<file path="src/hw/rtl/tecl_pkg.sv">
package tecl_pkg;

    typedef logic [6:0] ch_t;
    typedef logic [7:0] col_t;

    typedef enum logic [1:0] {
        END_NONE  = 2'd0,
        END_CR    = 2'd1,
        END_TERM  = 2'd2,
        END_TRUNC = 2'd3
    } reason_t;

    // configuration register indexes
    typedef logic [0:0] reg_idx_t;
    localparam reg_idx_t REG_TAB_WIDTH  = 1'b0;
    localparam reg_idx_t REG_LINE_WIDTH = 1'b1;

    localparam logic [6:0] TAB_WIDTH_RESET  = 7'd8;
    localparam logic [7:0] LINE_WIDTH_RESET = 8'd79;

    // character codes
    localparam ch_t CH_NUL    = 7'd0;
    localparam ch_t CH_TAB    = 7'd9;
    localparam ch_t CH_CR     = 7'd13;
    localparam ch_t CH_SPACE  = 7'd32;
    localparam ch_t CH_CARET  = 7'd94;
    localparam ch_t CTRL_BIAS = 7'd64;

    // controller to datapath
    typedef struct packed {
        logic load;
        logic div_step;
        logic eval;
        logic push;
    } tecl_cmd_t;

    // datapath to controller
    typedef struct packed {
        logic in_tab;
        logic ended;
        logic div_last;
        logic last;
        logic can_push;
    } tecl_status_t;

endpackage

</file>
<file path="src/hw/rtl/tecl_item_if.sv">
interface tecl_item_if import tecl_pkg::*; ();
    logic valid;
    logic ready;
    ch_t  ch;
    logic new_line;
    col_t start_offset;

    modport source (output valid, output ch, output new_line, output start_offset,
                    input ready);
    modport sink (input valid, input ch, input new_line, input start_offset,
                  output ready);
endinterface

</file>
<file path="src/hw/rtl/tecl_result_if.sv">
interface tecl_result_if import tecl_pkg::*; ();
    logic    valid;
    logic    ready;
    ch_t     out_char;
    col_t    out_col;
    reason_t end_reason;
    logic    last;

    modport source (output valid, output out_char, output out_col, output end_reason,
                    output last, input ready);
    modport sink (input valid, input out_char, input out_col, input end_reason,
                  input last, output ready);
endinterface

</file>
<file path="src/hw/rtl/tecl_cfg_if.sv">
interface tecl_cfg_if import tecl_pkg::*; ();
    logic       valid;
    logic       ready;
    reg_idx_t   index;
    logic [7:0] data;

    modport source (output valid, output index, output data, input ready);
    modport sink (input valid, input index, input data, output ready);
endinterface

</file>
<file path="src/hw/rtl/tecl_ctrl.sv">
module tecl_ctrl import tecl_pkg::*; (
    input  logic         clk,
    input  logic         rst_n,
    input  logic         item_valid,
    output logic         item_ready,
    input  tecl_status_t st,
    output tecl_cmd_t    cmd
);

    typedef enum logic [3:0] {
        S_IDLE = 4'b0001,
        S_MOD  = 4'b0010,
        S_EVAL = 4'b0100,
        S_EMIT = 4'b1000
    } state_t;

    state_t state_reg;
    state_t state_next;
    logic   emit_done;

    // last result of the current word leaves this cycle
    assign emit_done  = (state_reg == S_EMIT) && st.can_push && st.last;
    assign item_ready = (state_reg == S_IDLE) || emit_done;

    // next state and commands
    always_comb
    begin
        state_next   = state_reg;
        cmd          = '0;
        cmd.load     = item_valid && item_ready;
        case (state_reg)
            S_IDLE:
            begin
                if (item_valid)
                begin
                    state_next = st.in_tab ? S_MOD : S_EVAL;
                end
            end
            S_MOD:
            begin
                cmd.div_step = 1'b1;
                if (st.div_last)
                begin
                    state_next = S_EVAL;
                end
            end
            S_EVAL:
            begin
                cmd.eval   = 1'b1;
                state_next = st.ended ? S_IDLE : S_EMIT;
            end
            S_EMIT:
            begin
                cmd.push = 1'b1;
                if (emit_done)
                begin
                    if (item_valid)
                    begin
                        state_next = st.in_tab ? S_MOD : S_EVAL;
                    end
                    else
                    begin
                        state_next = S_IDLE;
                    end
                end
            end
            default:
            begin
                state_next = S_IDLE;
            end
        endcase
    end

    // state register
    always_ff @(posedge clk or negedge rst_n)
    begin
        if (!rst_n)
        begin
            state_reg <= S_IDLE;
        end
        else
        begin
            state_reg <= state_next;
        end
    end

endmodule

</file>
<file path="src/hw/rtl/tecl_datapath.sv">
module tecl_datapath import tecl_pkg::*; #(
    parameter int TAB_LIMIT = 64
) (
    input  logic         clk,
    input  logic         rst_n,
    input  tecl_cmd_t    cmd,
    output tecl_status_t st,
    input  ch_t          ch,
    input  logic         new_line,
    input  col_t         start_offset,
    input  logic         cfg_valid,
    input  reg_idx_t     cfg_index,
    input  logic [7:0]   cfg_data,
    input  logic         result_ready,
    output logic         result_valid,
    output ch_t          out_char,
    output col_t         out_col,
    output reason_t      end_reason,
    output logic         last
);

    logic [6:0] tab_width_reg;
    logic [7:0] line_width_reg;
    col_t       column_reg;
    col_t       offset_reg;
    logic       ended_reg;
    ch_t        ch_reg;
    logic [6:0] rem_reg;
    logic [2:0] bit_reg;
    col_t       start_reg;
    logic [6:0] cnt_reg;
    logic [6:0] idx_reg;
    reason_t    reason_reg;

    logic       out_valid_reg;
    ch_t        out_char_reg;
    col_t       out_col_reg;
    reason_t    out_reason_reg;
    logic       out_last_reg;

    logic [6:0] tab_min;
    logic [6:0] eff_tab;
    logic       is_tab;
    logic       is_ctrl;
    logic       is_nul;
    logic       is_cr;
    logic [7:0] shifted;
    logic [6:0] rem_step;
    logic [6:0] len;
    logic [9:0] span;
    logic       trunc;
    logic       can_push;
    logic       do_push;
    logic       last_item;
    ch_t        char_next;

    // effective tab width: zero reads as one, saturated at the limit
    assign tab_min = (tab_width_reg == 7'd0) ? 7'd1 : tab_width_reg;
    assign eff_tab = ({1'b0, tab_min} > 8'(TAB_LIMIT)) ? 7'(TAB_LIMIT) : tab_min;

    // character classes
    assign is_tab  = (ch_reg == CH_TAB);
    assign is_ctrl = (ch_reg[6:5] == 2'b00);
    assign is_nul  = (ch_reg == CH_NUL);
    assign is_cr   = (ch_reg == CH_CR);

    // one restoring step of column mod tab width, msb first
    assign shifted  = {rem_reg, column_reg[bit_reg]};
    assign rem_step = (shifted >= {1'b0, eff_tab}) ? 7'(shifted - {1'b0, eff_tab})
                                                   : shifted[6:0];

    // printed length and width check
    assign len   = is_tab ? (eff_tab - rem_reg) : (is_ctrl ? 7'd2 : 7'd1);
    assign span  = 10'(column_reg) + 10'(len) + 10'(offset_reg);
    assign trunc = span > 10'(line_width_reg);

    // output register handshake
    assign can_push  = !out_valid_reg || result_ready;
    assign do_push   = cmd.push && can_push;
    assign last_item = ({1'b0, idx_reg} + 8'd1) == {1'b0, cnt_reg};

    // character of the current result
    always_comb
    begin
        if (reason_reg != END_NONE)
        begin
            char_next = CH_NUL;
        end
        else if (is_tab)
        begin
            char_next = CH_SPACE;
        end
        else if (is_ctrl)
        begin
            char_next = (idx_reg == 7'd0) ? CH_CARET : (ch_reg | CTRL_BIAS);
        end
        else
        begin
            char_next = ch_reg;
        end
    end

    assign st.in_tab   = (ch == CH_TAB);
    assign st.ended    = ended_reg;
    assign st.div_last = (bit_reg == 3'd0);
    assign st.last     = last_item;
    assign st.can_push = can_push;

    // configuration registers
    always_ff @(posedge clk or negedge rst_n)
    begin
        if (!rst_n)
        begin
            tab_width_reg  <= TAB_WIDTH_RESET;
            line_width_reg <= LINE_WIDTH_RESET;
        end
        else if (cfg_valid)
        begin
            if (cfg_index == REG_TAB_WIDTH)
            begin
                tab_width_reg <= cfg_data[6:0];
            end
            else
            begin
                line_width_reg <= cfg_data;
            end
        end
    end

    // line state
    always_ff @(posedge clk or negedge rst_n)
    begin
        if (!rst_n)
        begin
            column_reg <= '0;
            offset_reg <= '0;
            ended_reg  <= 1'b0;
        end
        else if (cmd.load)
        begin
            if (new_line)
            begin
                column_reg <= '0;
                offset_reg <= start_offset;
                ended_reg  <= 1'b0;
            end
        end
        else if (cmd.eval && !ended_reg)
        begin
            if (is_nul || is_cr || trunc)
            begin
                ended_reg <= 1'b1;
            end
            else
            begin
                column_reg <= column_reg + 8'(len);
            end
        end
    end

    // item, remainder and result sequencing
    always_ff @(posedge clk)
    begin
        if (cmd.load)
        begin
            ch_reg  <= ch;
            rem_reg <= '0;
            bit_reg <= 3'd7;
        end
        if (cmd.div_step)
        begin
            rem_reg <= rem_step;
            bit_reg <= bit_reg - 3'd1;
        end
        if (cmd.eval)
        begin
            idx_reg   <= '0;
            start_reg <= column_reg;
            if (is_nul)
            begin
                reason_reg <= END_TERM;
                cnt_reg    <= 7'd1;
            end
            else if (is_cr)
            begin
                reason_reg <= END_CR;
                cnt_reg    <= 7'd1;
            end
            else if (trunc)
            begin
                reason_reg <= END_TRUNC;
                cnt_reg    <= 7'd1;
            end
            else
            begin
                reason_reg <= END_NONE;
                cnt_reg    <= len;
            end
        end
        if (do_push)
        begin
            idx_reg        <= idx_reg + 7'd1;
            out_char_reg   <= char_next;
            out_col_reg    <= start_reg;
            out_reason_reg <= reason_reg;
            out_last_reg   <= last_item;
        end
    end

    // output valid
    always_ff @(posedge clk or negedge rst_n)
    begin
        if (!rst_n)
        begin
            out_valid_reg <= 1'b0;
        end
        else if (do_push)
        begin
            out_valid_reg <= 1'b1;
        end
        else if (result_ready)
        begin
            out_valid_reg <= 1'b0;
        end
    end

    assign result_valid = out_valid_reg;
    assign out_char     = out_char_reg;
    assign out_col      = out_col_reg;
    assign end_reason   = out_reason_reg;
    assign last         = out_last_reg;

endmodule

</file>
<file path="src/hw/rtl/tab_expand_caret_line_formatter_core.sv">
// Line formatter: takes one 7-bit character per input word and gives the words to print,
// expanding tabs to spaces up to the next tab stop, showing control characters as a caret
// and the character plus 64, and closing the line with one ending word on carriage return,
// on a zero terminator or when the text would run past line_width. After an ending word,
// characters are dropped until a word with new_line set. Every tab first passes through a
// bit-serial remainder unit that finds the column modulo the tab width one bit per cycle,
// also a tab that is then dropped. Other characters go straight to evaluation. One result
// word leaves per cycle from the output register; a stalled output holds the emit sequence.
// Configuration writes are taken in any cycle and must be made while the block is idle.
module tab_expand_caret_line_formatter_core import tecl_pkg::*; #(
    parameter int TAB_LIMIT = 64
) (
    input  logic clk,
    input  logic rst_n,
    tecl_item_if.sink     item,
    tecl_result_if.source result,
    tecl_cfg_if.sink      cfg
);

    tecl_cmd_t    cmd;
    tecl_status_t st;

    assign cfg.ready = 1'b1;

    // sequencer
    tecl_ctrl u_ctrl (
        .clk        (clk),
        .rst_n      (rst_n),
        .item_valid (item.valid),
        .item_ready (item.ready),
        .st         (st),
        .cmd        (cmd)
    );

    // line state, remainder unit and output register
    tecl_datapath #(
        .TAB_LIMIT (TAB_LIMIT)
    ) u_datapath (
        .clk          (clk),
        .rst_n        (rst_n),
        .cmd          (cmd),
        .st           (st),
        .ch           (item.ch),
        .new_line     (item.new_line),
        .start_offset (item.start_offset),
        .cfg_valid    (cfg.valid),
        .cfg_index    (cfg.index),
        .cfg_data     (cfg.data),
        .result_ready (result.ready),
        .result_valid (result.valid),
        .out_char     (result.out_char),
        .out_col      (result.out_col),
        .end_reason   (result.end_reason),
        .last         (result.last)
    );

    // an accepted tab always goes through the remainder unit
    assert property (@(posedge clk) disable iff (!rst_n)
        (item.valid && item.ready && item.ch == CH_TAB) |=> cmd.div_step)
        else $error("tab accepted without remainder pass");

    // the last remainder step hands over to evaluation
    assert property (@(posedge clk) disable iff (!rst_n)
        (cmd.div_step && st.div_last) |=> cmd.eval)
        else $error("remainder finished without evaluation");

    // a character on an ended line gives no result
    assert property (@(posedge clk) disable iff (!rst_n)
        (cmd.eval && st.ended) |=> !cmd.push)
        else $error("result emitted for a dropped character");

endmodule

</file>
<file path="src/flat_wrapper.sv">
// flat-port wrapper written by rule: the top's interface ports become plain ports
module tab_expand_caret_line_formatter_core_flat import tecl_pkg::*;
#(
    parameter int TAB_LIMIT = 64
)
  (clk, rst_n, item_valid, item_ch, item_new_line, item_start_offset, item_ready, result_valid, result_out_char, result_out_col, result_end_reason, result_last, result_ready, cfg_valid, cfg_index, cfg_data, cfg_ready);
  tecl_item_if item_i ();
  tecl_result_if result_i ();
  tecl_cfg_if cfg_i ();
  input  logic clk;
  input  logic rst_n;
  input wire logic [$bits(item_i.valid)-1:0] item_valid;
  input wire logic [$bits(item_i.ch)-1:0] item_ch;
  input wire logic [$bits(item_i.new_line)-1:0] item_new_line;
  input wire logic [$bits(item_i.start_offset)-1:0] item_start_offset;
  output wire logic [$bits(item_i.ready)-1:0] item_ready;
  output wire logic [$bits(result_i.valid)-1:0] result_valid;
  output wire logic [$bits(result_i.out_char)-1:0] result_out_char;
  output wire logic [$bits(result_i.out_col)-1:0] result_out_col;
  output wire logic [$bits(result_i.end_reason)-1:0] result_end_reason;
  output wire logic [$bits(result_i.last)-1:0] result_last;
  input wire logic [$bits(result_i.ready)-1:0] result_ready;
  input wire logic [$bits(cfg_i.valid)-1:0] cfg_valid;
  input wire logic [$bits(cfg_i.index)-1:0] cfg_index;
  input wire logic [$bits(cfg_i.data)-1:0] cfg_data;
  output wire logic [$bits(cfg_i.ready)-1:0] cfg_ready;
  assign item_i.valid = item_valid;
  assign item_i.ch = item_ch;
  assign item_i.new_line = item_new_line;
  assign item_i.start_offset = item_start_offset;
  assign item_ready = item_i.ready;
  assign result_valid = result_i.valid;
  assign result_out_char = result_i.out_char;
  assign result_out_col = result_i.out_col;
  assign result_end_reason = result_i.end_reason;
  assign result_last = result_i.last;
  assign result_i.ready = result_ready;
  assign cfg_i.valid = cfg_valid;
  assign cfg_i.index = cfg_index;
  assign cfg_i.data = cfg_data;
  assign cfg_ready = cfg_i.ready;
  tab_expand_caret_line_formatter_core #(.TAB_LIMIT(TAB_LIMIT)) u_core (.clk(clk), .rst_n(rst_n), .item(item_i), .result(result_i), .cfg(cfg_i));
endmodule
</file>
<file path="config.mk">
export PLATFORM = sky130hd
export DESIGN_NAME = tab_expand_caret_line_formatter_core_flat
export DESIGN_NICKNAME = d
export VERILOG_FILES = /design/src/hw/rtl/tecl_pkg.sv /design/src/hw/rtl/tecl_item_if.sv /design/src/hw/rtl/tecl_result_if.sv /design/src/hw/rtl/tecl_cfg_if.sv /design/src/hw/rtl/tecl_ctrl.sv /design/src/hw/rtl/tecl_datapath.sv /design/src/hw/rtl/tab_expand_caret_line_formatter_core.sv /design/src/flat_wrapper.sv
export SDC_FILE = /design/constraint.sdc
export NUM_CORES = 1
export LEC_CHECK = 0
export ABC_AREA = 1
export BUFFER_PORTS_ARGS = -buffer_cell sky130_fd_sc_hd__buf_2
export CAP_MARGIN = 20
export CORE_ASPECT_RATIO = 1.25
export CORE_MARGIN = 5
export CORE_UTILIZATION = 45
export DETAILED_ROUTE_END_ITERATION = 10
export MAX_ROUTING_LAYER = met4
export PLACE_DENSITY = 0.74
export SETUP_SLACK_MARGIN = 0.02
export SYNTH_ARGS = -nofsm -noshare
export SYNTH_HDL_FRONTEND = slang
export SYNTH_HIERARCHICAL = 1
export SYNTH_SLANG_ARGS = --single-unit
</file>
<file path="constraint.sdc">
create_clock -name clk -period 7.4 [get_ports clk]
set_input_delay 0.74 -clock clk [delete_from_list [all_inputs] [get_ports clk]]
set_output_delay 0.74 -clock clk [all_outputs]
set_load 0.05 [all_outputs]
</file>
Yosys cells after proc, flatten, opt, wreduce, memory -nomap -nowiden
Index checks and enable logic that the tools add are counted.
{"block": "word_totals", "ff_bits": 96, "out_inout_bits": 21, "word_cells": 113}
{"block": "classes", "n_addsub": 8, "order_cmp": 4, "n_eq_ne": 13, "muxes": 38, "bitwise_logic": 1, "n_reduce_logical": 30}
{"op": "7-bit two-way mux", "n": 9}
{"op": "8-bit two-way mux", "n": 4}
{"op": "7-bit by 4-bit equality test with 1-bit output, second input constant", "n": 3}
{"op": "7-bit logical NOT", "n": 3}
{"op": "4-bit two-way mux", "n": 4}
{"op": "4-bit case mux with 4 select lines", "n": 1}
{"op": "7-bit subtractor", "n": 2}
{"op": "3-bit two-way mux", "n": 4}
{"op": "6-bit two-way mux", "n": 2}
{"op": "2-bit nonzero test", "n": 6}
{"op": "9-bit by 8-bit adder with 10-bit output", "n": 1}
{"op": "10-bit by 8-bit > comparator with 1-bit output", "n": 1}
{"op": "1-bit two-way mux", "n": 10}
{"op": "8-bit by 7-bit adder with 9-bit output", "n": 1}
{"op": "3-bit AND reduction", "n": 3}
{"op": "7-bit by 1-bit adder with 8-bit output, second input constant", "n": 1}
{"op": "8-bit by 7-bit adder with 8-bit output", "n": 1}
{"op": "8-bit by 7-bit equality test with 1-bit output", "n": 1}
{"op": "8-bit by 7-bit greater-or-equal comparator with 1-bit output", "n": 1}
{"op": "7-bit by 1-bit adder with 7-bit output, second input constant", "n": 1}
{"op": "7-bit > comparator, second input constant", "n": 1}
{"op": "2-bit two-way mux", "n": 3}
{"op": "2-bit != test, second input constant", "n": 3}
{"op": "2-bit AND reduction", "n": 3}
{"op": "16 further kinds", "n": 25}

Logic depth before layout (Yosys ltp)
{"block": "logic_depth", "ltp_word": 13, "mapped_depth": 31, "ltp_nobuf": 31}

Hierarchy
The synthesis kept the hierarchy.
{"module": "tecl_datapath", "n_inst": 1, "cells_each": 599, "area_each_um2": 5429.0, "seq_area_each_um2": 2605.0}
{"module": "tecl_ctrl", "n_inst": 1, "cells_each": 55, "area_each_um2": 374.1, "seq_area_each_um2": 101.3}
{"module": "tab_expand_caret_line_formatter_core", "n_inst": 1, "cells_each": 2, "area_each_um2": 11.3, "seq_area_each_um2": 0.0}

Worst setup path before layout
Ideal clock, no wire load.
{"block": "synth_path", "path_kind": "flip-flop to flip-flop", "startpoint": "register u_core.u_datapath.tab_width_reg[5]", "endpoint": "register u_core.u_datapath.cnt_reg[0], data pin", "setup_time_ns": 0.259, "arrival_ns": 4.298, "required_ns": 7.141, "setup_slack_ns": 2.843, "stages_incl_launch_ff": 27, "n_path_buf": 0, "synth_period_minus_slack_ns": 4.557, "cell_sequence": "dfrtp_1 > nor4_1 > nand2_1 > a21oi_1 > inv_1 > ha_1 > fa_1 > a21oi_1 > fa_1 > ha_1 > inv_1 > fa_1 > nand3b_1 > nand2_1 > xor2_1 > ha_1 > nand2_1 > nor2_1 > nand2_1 > nand3_1 > nand2_1 > nand2_1 > nand2_1 > nand2_1 > clkinv_2 > nand2_2 > or2_1"}
{"block": "synth_between", "elab_chain_len": 10}
{"element": "start, declared", "line": "tecl_datapath.sv:22", "source": "logic [6:0] tab_width_reg;"}
{"element": "start signal, assigned", "line": "tecl_datapath.sv:121", "source": "tab_width_reg <= cfg_data[6:0];"}
{"element": "7-bit logical NOT", "line": "tecl_datapath.sv:58", "source": "assign tab_min = (tab_width_reg == 7'd0) ? 7'd1 : tab_width_reg;"}
{"element": "7-bit two-way mux *", "line": "tecl_datapath.sv:58"}
{"element": "7-bit > comparator", "line": "tecl_datapath.sv:59", "source": "assign eff_tab = ({1'b0, tab_min} > 8'(TAB_LIMIT)) ? 7'(TAB_LIMIT) : tab_min;"}
{"element": "7-bit two-way mux *", "line": "tecl_datapath.sv:59"}
{"element": "7-bit subtractor *", "line": "tecl_datapath.sv:73", "source": "assign len = is_tab ? (eff_tab - rem_reg) : (is_ctrl ? 7'd2 : 7'd1);"}
{"element": "7-bit two-way mux *", "line": "tecl_datapath.sv:73"}
{"element": "named net u_core.u_datapath.len[1]", "line": "tecl_datapath.sv:49", "source": "logic [6:0] len;"}
{"element": "8-bit by 7-bit adder with 9-bit output *", "line": "tecl_datapath.sv:74", "source": "assign span = 10'(column_reg) + 10'(len) + 10'(offset_reg);"}
{"element": "9-bit by 8-bit adder with 10-bit output *", "line": "tecl_datapath.sv:74"}
{"element": "10-bit by 8-bit > comparator with 1-bit output *", "line": "tecl_datapath.sv:75", "source": "assign trunc = span > 10'(line_width_reg);"}
{"element": "3-bit OR reduction (no line) *"}
{"element": "end signal, assigned", "line": "tecl_datapath.sv:197", "source": "cnt_reg <= len;"}
{"element": "end, declared", "line": "tecl_datapath.sv:31", "source": "logic [6:0] cnt_reg;"}
The timed path passes the listed nets; every way through them passes the cells marked *.
A chain may end at the register's enable or synchronous reset.

Worst setup path after layout
Ends and elaborated chain as after synthesis.

==> run_results.csv <==
group,metric,value,unit
status,outcome,"complete, no violations",
routing,ant_nets,0,
floorplanning,start_util,45.9,%
grt,grt_pass1_wl,19400,µm
clock_tree,numCtsBuffers,9,
floorplanning,die_h,137,µm
worst_setup_path,slowest_delay,0.45,ns
routing,first_iter_violations,228,
routing,wire_per_inst,13.4,µm
synth,syn_area,5810,µm²
worst_setup_path,arrival,5.11,ns
floorplanning,std_cell_rows,46,
timing,holdWs,0.413,ns
power,cellLeakagePower,0.00315,µW
synth,synth_common_cells,"nand2_1, inv_1, nor2_1, edfxtp_1, ha_1",
clock_tree,path_clk_slew,0.07,ns
synth,syn-instance-count,656,
clock_tree,cts_tree,"built",
clock_tree,post_cts_buffers,0,
synth,synth_area_leaders,"edfxtp_1, dfrtp_1, nand2_1",
routing,vias,4390,
synth,yosysWarnings,6,
timing,tns,0,ns
cells_and_area,postLayoutCellArea,6500,µm²
worst_setup_path,crit_type,"reg2reg",
synth,syn_area_per_cell,8.86,µm²
synth,synth-seq-area-share,46.5,%
synth,synth_top_cell_by_area,"edfxtp_1",
synth,ys.flop_type,"edfxtp_1",
timing,finalHoldViolCount,0,
clock_tree,post_cts_resize_count,0,
worst_setup_path,endpoint_kind,"flop",
synth,synth.net_count,737,
worst_setup_path,critPathSlowestCell,"fa_1",
synth,yosysMostFrequentCell,"nand2_1",
clock_tree,ctsLongestPathBuffers,2,
grt,grt_max_degree,38,
timing,clock_skew,0.00885,ns
routing,drt-total-wl,11800,µm
timing,fmax,200,MHz
timing,period_needed,5.01,ns
synth,ys_ff_latch,96,
cells_and_area,area_growth,11.9,%
floorplanning,core,12700,µm²
synth,synth_cell_types,42,
synth,synth-edff-count,59,
grt,antenna_found_initial,0,
place,portBuffers,49,
synth,postSynth.asyncResetShare,38.5,%
floorplanning,dieArea,15300,µm²
cells_and_area,antenna_cells,0,
synth,yosysTopAreaCellShare,30.5,%
place,gp_congestion,0.888,
worst_setup_path,path_common_cell,"nand2_1",
timing,fin_crit_sh,67.7,%
worst_setup_path,cp_max_fo,8,
clock_tree,clock_sinks,96,
routing,dr.pass1.iters,5,
place,dpl_cell_area,6220,µm²
clock_tree,hold_buffers,0,
timing,timing_worst_slew_pin_value,0.853,ns
power,powerDensity,363,nW/µm²
timing,slew_headroom,43.1,%
timing,rsz0062_at_grt,"no",
floorplanning,num_io_pins,51,
worst_hold_path,hp-class,"reg2reg",
routing,drc,0,
grt,grt_pass1_vias,4182,
clock_tree,cts_root_buf,"clkbuf_16",
grt,gr-total-overflow,0,
timing,setup_viol,0,
timing,drv_slew,0,
power,p_total,2360,µW
routing,via_per_inst,4.99,
job,maxCapViolations,0,
power,ir_worst_vdd,0.175,mV
clock_tree,clock_latency,0.35,ns
cells_and_area,fin_nets,788,
grt,grt.total_usage,16.5,%
floorplanning,die_w,112,µm
place,dp_hpwl,9320,µm
cells_and_area,drive_gt1_share,14.7,%
worst_setup_path,cp-start-kind,"flop",
cells_and_area,n_fill_cell,1230,
clock_tree,h-tree-depth,3,
worst_setup_path,required,7.50,ns
==> power breakdown <==
part	switching, µW	internal [µW]
Combinational	685	372
Sequential	112	748
Clock	209	234
==> cell families after synthesis <==
kind of cell / count (synthesis) / share of synthesized area, %
AND/OR/NAND/NOR: 298 / 22.9
buffers and inverters: 111 / 7.60
flip-flops: 96 / 46.5
AO/OA/AOI/OAI: 77 / 7.19
adder cells (fa/ha/maj): 51 / 12.4
XOR/XNOR: 22 / 3.31
other: 1 / 0.0645
==> worst max-delay path: cells and delay by family (launching register included) <==
family / cells / cell delay, ns
buffers and inverters: 5 / 0.31
AOI/OAI and AO/OA: 4 / 0.59
and+or+nand+nor: 13 / 1.67
DFF: 1 / 0.39
adders and majority gates: 5 / 1.71
xor gates and xnor gates: 1 / 0.09
==> per-layer routing <==
layer	global-route usage (%)	up-vias	wire, µm
li1	-	2240	-
met1	18.5	2042	4990
met2	29.3	102	6190
met3	3.41	6	558
met4	5.48	0	97
met5	-	-	0
==> metrics by stage <==
step / worst slack, ns / utilization, % / cells
final: 2.39 / 51.4 / 880
after global routing: 2.00 / 51.4 / 880
after CTS: 2.39 / 51.4 / 880
after detailed placement: 2.42 / 49.1 / 864
after global placement: 2.52 / 49.1 / 864
after floorplan: 2.84 / - / 656
==> final cells by class <==
cell class	count	area (µm²)	area share, %
clock inverters	7	60.1	0.923
multi-input cells	449	2670	41.0
clock buffers	9	225	3.46
inverters	100	377	5.79
repair buffers	51	260	4.00
flip-flops and latches	96	2710	41.6
well taps	168	210	3.23
==> path summary, 6_finish.rpt <==
path                                                    start                                  to  slack [ns]  depth (start not counted)
max                        u_core/u_datapath/tab_width_reg[5]        u_core/u_datapath/cnt_reg[0]        2.39                         28
min                            u_core/u_datapath/start_reg[7]        u_core/u_datapath/out_col[7]        0.41                          0
max reg2reg                u_core/u_datapath/tab_width_reg[5]        u_core/u_datapath/cnt_reg[0]        2.39                         28
min reg2reg                    u_core/u_datapath/start_reg[7]        u_core/u_datapath/out_col[7]        0.41                          0
max in group asynchronous                               rst_n  u_core/u_datapath/tab_width_reg[4]        6.36                          1
min in group asynchronous                               rst_n          u_core/u_ctrl/state_reg[2]        0.51                          1
==> placed cells by master, fill, tap and decap left out, drive strengths merged, types with 12 or more instances in the layout <==
cell type and instances:
edfxtp 59, o21ai 37, buf 51, ha 40
nand3 28, nor2 71, xor2 12, nor3 13
nand2 167, a21oi 26, dfrtp 30, inv 103
(Power assumes the default switching activity.)
